File: src/rtl/assert_macros.svh
// Assertion macros for the layer derivative moment reduce block.
// Needs clk and rst_n in the scope of use; no other dependencies.
`ifndef ASSERT_MACROS_SVH
`define ASSERT_MACROS_SVH

// Property must hold at every clock edge outside reset.
`define LDMR_ASSERT(label, prop, msg) \
    label: assert property (@(posedge clk) disable iff (!rst_n) prop) \
        else $error(msg);

// Expression must never be true outside reset.
`define LDMR_NEVER(label, expr, msg) \
    `LDMR_ASSERT(label, !(expr), msg)

`endif

File: src/rtl/ldmr_pkg.sv
// Shared types and defaults for the layer derivative moment reduce block.
// No dependencies; used by the controller, the datapath and the top level.
package ldmr_pkg;

    localparam int DATA_WIDTH_DEF = 32;
    localparam int FRAC_BITS_DEF  = 16;
    localparam int ACC_WIDTH_DEF  = 48;

    typedef enum logic [2:0] {
        STEP_PROD,
        STEP_COV,
        STEP_SQ,
        STEP_CROSS,
        STEP_ELEM,
        STEP_FINAL,
        STEP_OUT
    } step_t;

    typedef struct packed {
        logic  load;
        logic  run;
        step_t step;
        logic  finish;
    } ldmr_cmd_t;

    typedef struct packed {
        logic last;
        logic out_free;
    } ldmr_status_t;

endpackage

File: src/rtl/ldmr_ctrl.sv
// Controller: sequences the multiply and accumulate steps of one term and
// gates input transfers. Depends on ldmr_pkg.
module ldmr_ctrl (
    input  logic                   clk,
    input  logic                   rst_n,
    input  logic                   in_valid,
    output logic                   in_stall,
    output ldmr_pkg::ldmr_cmd_t    cmd,
    input  ldmr_pkg::ldmr_status_t sts
);
    import ldmr_pkg::*;

    typedef enum logic {
        ST_IDLE,
        ST_BUSY
    } state_t;

    state_t state_reg, state_next;
    step_t  step_reg, step_next;
    logic   take;
    logic   load;

    always_comb
    begin
        take = (state_reg == ST_IDLE) ||
               ((step_reg == STEP_ELEM) && !sts.last) ||
               ((step_reg == STEP_OUT) && sts.out_free);
        load = in_valid && take;

        state_next = state_reg;
        step_next  = step_reg;
        unique case (state_reg)
            ST_IDLE:
            begin
                if (load)
                begin
                    state_next = ST_BUSY;
                    step_next  = STEP_PROD;
                end
            end
            ST_BUSY:
            begin
                unique case (step_reg)
                    STEP_PROD:  step_next = STEP_COV;
                    STEP_COV:   step_next = STEP_SQ;
                    STEP_SQ:    step_next = STEP_CROSS;
                    STEP_CROSS: step_next = STEP_ELEM;
                    STEP_ELEM:
                    begin
                        if (sts.last)
                        begin
                            step_next = STEP_FINAL;
                        end
                        else if (load)
                        begin
                            step_next = STEP_PROD;
                        end
                        else
                        begin
                            state_next = ST_IDLE;
                        end
                    end
                    STEP_FINAL: step_next = STEP_OUT;
                    STEP_OUT:
                    begin
                        if (load)
                        begin
                            step_next = STEP_PROD;
                        end
                        else if (sts.out_free)
                        begin
                            state_next = ST_IDLE;
                        end
                    end
                    default:
                    begin
                        state_next = ST_IDLE;
                    end
                endcase
            end
            default:
            begin
                state_next = ST_IDLE;
            end
        endcase
    end

    always_ff @(posedge clk or negedge rst_n)
    begin
        if (!rst_n)
        begin
            state_reg <= ST_IDLE;
            step_reg  <= STEP_PROD;
        end
        else
        begin
            state_reg <= state_next;
            step_reg  <= step_next;
        end
    end

    assign in_stall   = !take;
    assign cmd.load   = load;
    assign cmd.run    = (state_reg == ST_BUSY);
    assign cmd.step   = step_reg;
    assign cmd.finish = (state_reg == ST_BUSY) && (step_reg == STEP_OUT) && sts.out_free;

endmodule

File: config.mk
export PLATFORM = sky130hd
export DESIGN_NAME = ldmr_ctrl
export DESIGN_NICKNAME = d
export VERILOG_FILES = /design/src/rtl/assert_macros.svh /design/src/rtl/ldmr_pkg.sv /design/src/rtl/ldmr_ctrl.sv
export SDC_FILE = /design/constraint.sdc
export NUM_CORES = 1
export LEC_CHECK = 0
export ABC_AREA = 1
export BUFFER_PORTS_ARGS = -buffer_cell sky130_fd_sc_hd__buf_2
export CAP_MARGIN = 20
export CORE_AREA = 10 10 47 49
export CTS_BUF_LIST = sky130_fd_sc_hd__clkbuf_4
export DETAILED_ROUTE_END_ITERATION = 7
export DIE_AREA = 0 0 57 59
export GPL_ROUTABILITY_DRIVEN = 0
export GPL_TIMING_DRIVEN = 0
export PLACE_DENSITY = 0.44
export SLEW_MARGIN = 20
export SYNTH_ARGS = -nofsm -noshare
export SYNTH_HDL_FRONTEND = slang
export SYNTH_SLANG_ARGS = --single-unit
File: constraint.sdc
create_clock -name clk -period 1.5 [get_ports clk]
set_input_delay 0.3 -clock clk [delete_from_list [all_inputs] [get_ports clk]]
set_output_delay 0.3 -clock clk [all_outputs]
set_load 0.01 [all_outputs]
# After elaboration in Yosys (flattened, before gate mapping)

Cells that the tools add are included.

Register bits: 4
Input bits: 5
Output and inout bits: 7
Logic and storage cells: 31

Equal/unequal tests: 7
Muxes and demuxes: 10
Bitwise operators: 1
Reductions and logical operators: 11

Operators with widths:

| operator                                                                | number |
|---|---|
| 3-bit one-hot mux with 7 select lines                                   | 1 |
| 3-bit == test, second input constant                                    | 3 |
| 8-bit by 1-bit inequality test with 1-bit output, second input constant | 1 |
| 3-bit by 2-bit == test with 1-bit output, second input constant         | 2 |
| 3-bit two-way mux                                                       | 2 |
| 3-bit one-hot mux with 2 select lines                                   | 1 |
| 1-bit logical AND                                                       | 5 |
| 5-bit OR reduction                                                      | 1 |
| 1-bit two-way mux                                                       | 4 |
| 3-bit by 1-bit == test with 1-bit output, second input constant         | 1 |
| 3-bit zero test                                                         | 1 |
| 1-bit one-hot mux with 3 select lines                                   | 1 |
| 1-bit zero test                                                         | 2 |
| 1-bit logical OR                                                        | 2 |
| 1-bit one-hot mux with 2 select lines                                   | 1 |
| 1-bit inverter                                                          | 1 |

# Longest topological paths before layout

Depth in word-level cells: 9
Mapped depth: 8

# Worst setup path after synthesis

No wires, ideal clock.

Kind: register to output
From: register step_reg[2]
To: output cmd[5] in the netlist's numbering
Arrival: 1.036 ns
Path slack: 0.164 ns
Cell stages (with the launch flop): 7
Cells stage by stage: dfrtp_1 -> buf_4 -> nand4_1 -> nand3_2 -> nand2_2 -> inv_1 -> buf_4

Longest elaborated chain between the ends: 5
Elaborated cells on any way between the ends: 7

Ends and longest elaborated chain:

| element                | RTL line        | RTL |
|---|---|---|
| from (decl)            | ldmr_ctrl.sv:19 | `step_t step_reg, step_next;` |
| from (signal assigned) | ldmr_ctrl.sv:98 | `step_reg <= step_next;` |
| 3-bit == test          | ldmr_ctrl.sv:26 | `((step_reg == STEP_ELEM) && !sts.last) \|\|` |
| 1-bit logical AND      | ldmr_ctrl.sv:26 |  |
| 1-bit logical OR       | ldmr_ctrl.sv:25 | `take = (state_reg == ST_IDLE) \|\|` |
| 1-bit logical OR (*)   | ldmr_ctrl.sv:26 |  |
| 1-bit logical AND (*)  | ldmr_ctrl.sv:28 | `load = in_valid && take;` |
| to (decl)              | ldmr_ctrl.sv:8  | `output ldmr_pkg::ldmr_cmd_t cmd,` |

Mark *: on every way between the ends. The rest lies on a longest branch, timed or not.

# Worst setup path in the final report

From: register step_reg[0]
To: output in_stall

Longest elaborated chain between the ends: 5
Elaborated cells on any way between the ends: 7

Ends and longest elaborated chain:

| element              | RTL line         | RTL |
|---|---|---|
| 3-bit == test        | ldmr_ctrl.sv:26  |  |
| 1-bit logical AND    | ldmr_ctrl.sv:26  |  |
| 1-bit logical OR     | ldmr_ctrl.sv:25  |  |
| 1-bit logical OR (*) | ldmr_ctrl.sv:26  |  |
| 1-bit zero test (*)  | ldmr_ctrl.sv:102 | `assign in_stall = !take;` |
| to (decl)            | ldmr_ctrl.sv:7   | `output logic in_stall,` |

Marked as above.

==> flow_summary_export.csv <==
group,metric,value,unit
die,rows,14,
logic_synthesis,synth_area,348,um2
pwr,power_density,2120,nW/um2
grt,grt_pass1_wl,1790,um
status,failed_checks,"negative setup slack",
timing,finalCritPeriodShare,1.03,
clock_network,cts_buffer_depth,2,
routing,first_pass_iters,4,
timing,setup_slack,-43.9,ps
layout,mostFrequentLayoutCell,"nand2_1",
pwr,vdd_drop_max,0.000641,V
timing,fin_tns_setup,-84.3,ps
routing,drc,0,
grt,grt_start_max_net_pins,12,
clock_network,cts_sinks,4,
pwr,p_switching,0.535,mW
routing,viasPerCell,4.54,
layout,layout.cells.non_filler,96,
grt,grt_usage,0.0666,
timing,timing.hold.ws,402,ps
pwr,power,1.18,mW
logic_synthesis,yosysWarnings,0,
timing,maxSlewViolCount,0,
pwr,clkPwrFrac,0.112,
routing,routed.top_layer,"met4",
layout,antennaDiodeCount,0,
placed_design,dp_slack,0.699,ps
placed_design,placedInstanceArea,423,um2
clock_network,ctsHtreeMaxLevel,1,
critical_path,required,1200,ps
layout,seq_area,104,um2
clock_network,clk_latency,230,ps
critical_path,path_cells,"inv_2 -> nand4_1 -> nand3_2 -> buf_6 -> inv_2 -> buf_6",
grt,antenna_found_initial,0,
layout,largest_reg_flops,3,
logic_synthesis,netlist_instances,58,
pwr,internal_power,0.643,mW
die,coreArea,1400,um2
layout,nFillCells,172,
logic_synthesis,ys_ff_latch,4,
critical_path,crit_type,"flip-flop to output pin",
routing,wl_met3,33,um
critical_path,max_stage_delay,440,ps
critical_path,start_kind,"flip-flop",
critical_path,cp.buffers_inverters,4,
pwr,p_sw_frac,0.454,
routing,wl,1080,um
critical_path,worstPathMaxFanout,4,
placed_design,dpl.cell_count,85,
hold_path,hold_class,"input pin to asynchronous set/reset pin",
pwr,leakagePower,0.312,nW
routing,routed-via-count,436,
logic_synthesis,syn-mean-instance-area,6.00,um2
pwr,seqPwrFrac,0.236,
clock_network,cts_root_buf,"clkbuf_4",
clock_network,cts_buffers,3,
critical_path,cp_top_family,"flip-flops",
die,die_w,57,um
routing,final_antenna_net_count,0,
timing,rsz0062_at_grt,"true",
timing,setup_viol,3,
layout,final_cell_mix,"nand2_1 (17), buf_4 (9), buf_2 (8)",
layout,multi_input_area,211,um2
critical_path,cp.arrival,1240,ps
grt,overflow,0,
routing,met1_length,462,um
layout,drive_above_1_share,0.438,
die,io_pins,12,
flow_run,cap_violations,0,
routing,routed-wl-met2,569,um
status,status,"complete, but fails checks",
layout,post-route-cell-area,554,um2
routing,wl_per_cell,11.3,um
clock_network,cts_tree,"done",
critical_path,slowest_stage,"dfrtp_2",
layout,nets,87,
timing,hold_violations,0,
timing,finClkSkew,1.55,ps
timing,worst_slew_pin_slew,267,ps
die,initial_core_util,0.248,
grt,grt_pass1_vias,443,
logic_synthesis,ys_seq_area_frac,0.288,
die,die_y,59,um
die,dieArea,3360,um2
clock_network,cts.clk_slew.worst_paths,40,ps
routing,drt_iter0_drc,14,
layout,area_growth,59.4,%
timing,fmax,648,MHz
pwr,power.share.combinational,0.652,
layout,final_util,0.396,
logic_synthesis,yosysUniqueCellTypes,14,
timing,slew_headroom,0.822,
placed_design,portBuffers,11,
critical_path,endpoint_kind,"output pin",
timing,min_period,1540,ps
placed_design,dp_hpwl,772,um
logic_synthesis,synth_nets,63,
==> final timing paths <==
check	slack, ps	cells after the start	to	startpoint
max in group asynchronous	970	2	step_reg[0]	rst_n
min reg2reg	650	2	step_reg[1]	state_reg
max	-40	6	in_stall	step_reg[0]
min	400	2	step_reg[1]	rst_n
max reg2reg	190	9	state_reg	step_reg[0]
min in group clk	400	3	state_reg	in_valid
==> synth_stat cells <==
cell	count	area, um2
buf_4	3	22.5
nor3_1	1	5.00
nand4_1	2	12.5
a21oi_1	2	10.0
nand2_1	17	63.8
inv_1	8	30.0
o21ai_0	5	25.0
dfrtp_1	4	100
nand2_2	1	6.26
nand3_2	1	10.0
nand3_1	4	20.0
a21oi_2	1	8.76
nor2_1	8	30.0
inv_2	1	3.75
==> timing repair <==
item                                    CTS  global route
resized for setup                        11             3
pin swaps                                 4             1
buffers inserted                          8             1
hold buffers                              1             0
endpoints found under the setup margin    3             3
endpoints found under the hold margin     4             0
==> power groups by stage <==
stage	clock network (mW)	registers [mW]	logic, mW
finish	0.132	0.278	0.767
global route	0.151	0.290	0.860
CTS	0.142	0.279	0.741
detailed placement	0	0.244	0.575
global placement	0	0.246	0.580
floorplan	0	0.240	0.401
==> kinds of logic (layout without fill, tap and decap cells) <==
family / count (synthesis) / count (layout) / synth area share
buffers and inverters: 12 / 34 / 0.162
AOI/OAI and AO/OA: 8 / 8 / 0.126
and+or+nand+nor: 34 / 34 / 0.424
DFF: 4 / 4 / 0.288
==> area by class of cell <==
cell class	count	share of cell area
sequential	4	0.187
multi-input combinational	42	0.381
tap	16	0.0361
inverter	9	0.0609
timing repair buffer	21	0.280
buffer	1	0.0135
clock buffer	3	0.0406
==> routing by layer <==
| layer | up-vias | track usage |
|---|---|---|
| li1 | 225 | - |
| met1 | 201 | 0.0619 |
| met2 | 8 | 0.119 |
| met3 | 2 | 0.0215 |
| met4 | 0 | 0.0503 |
| met5 | - | 0 |
No activity file was read; power rests on OpenSTA's default activity.
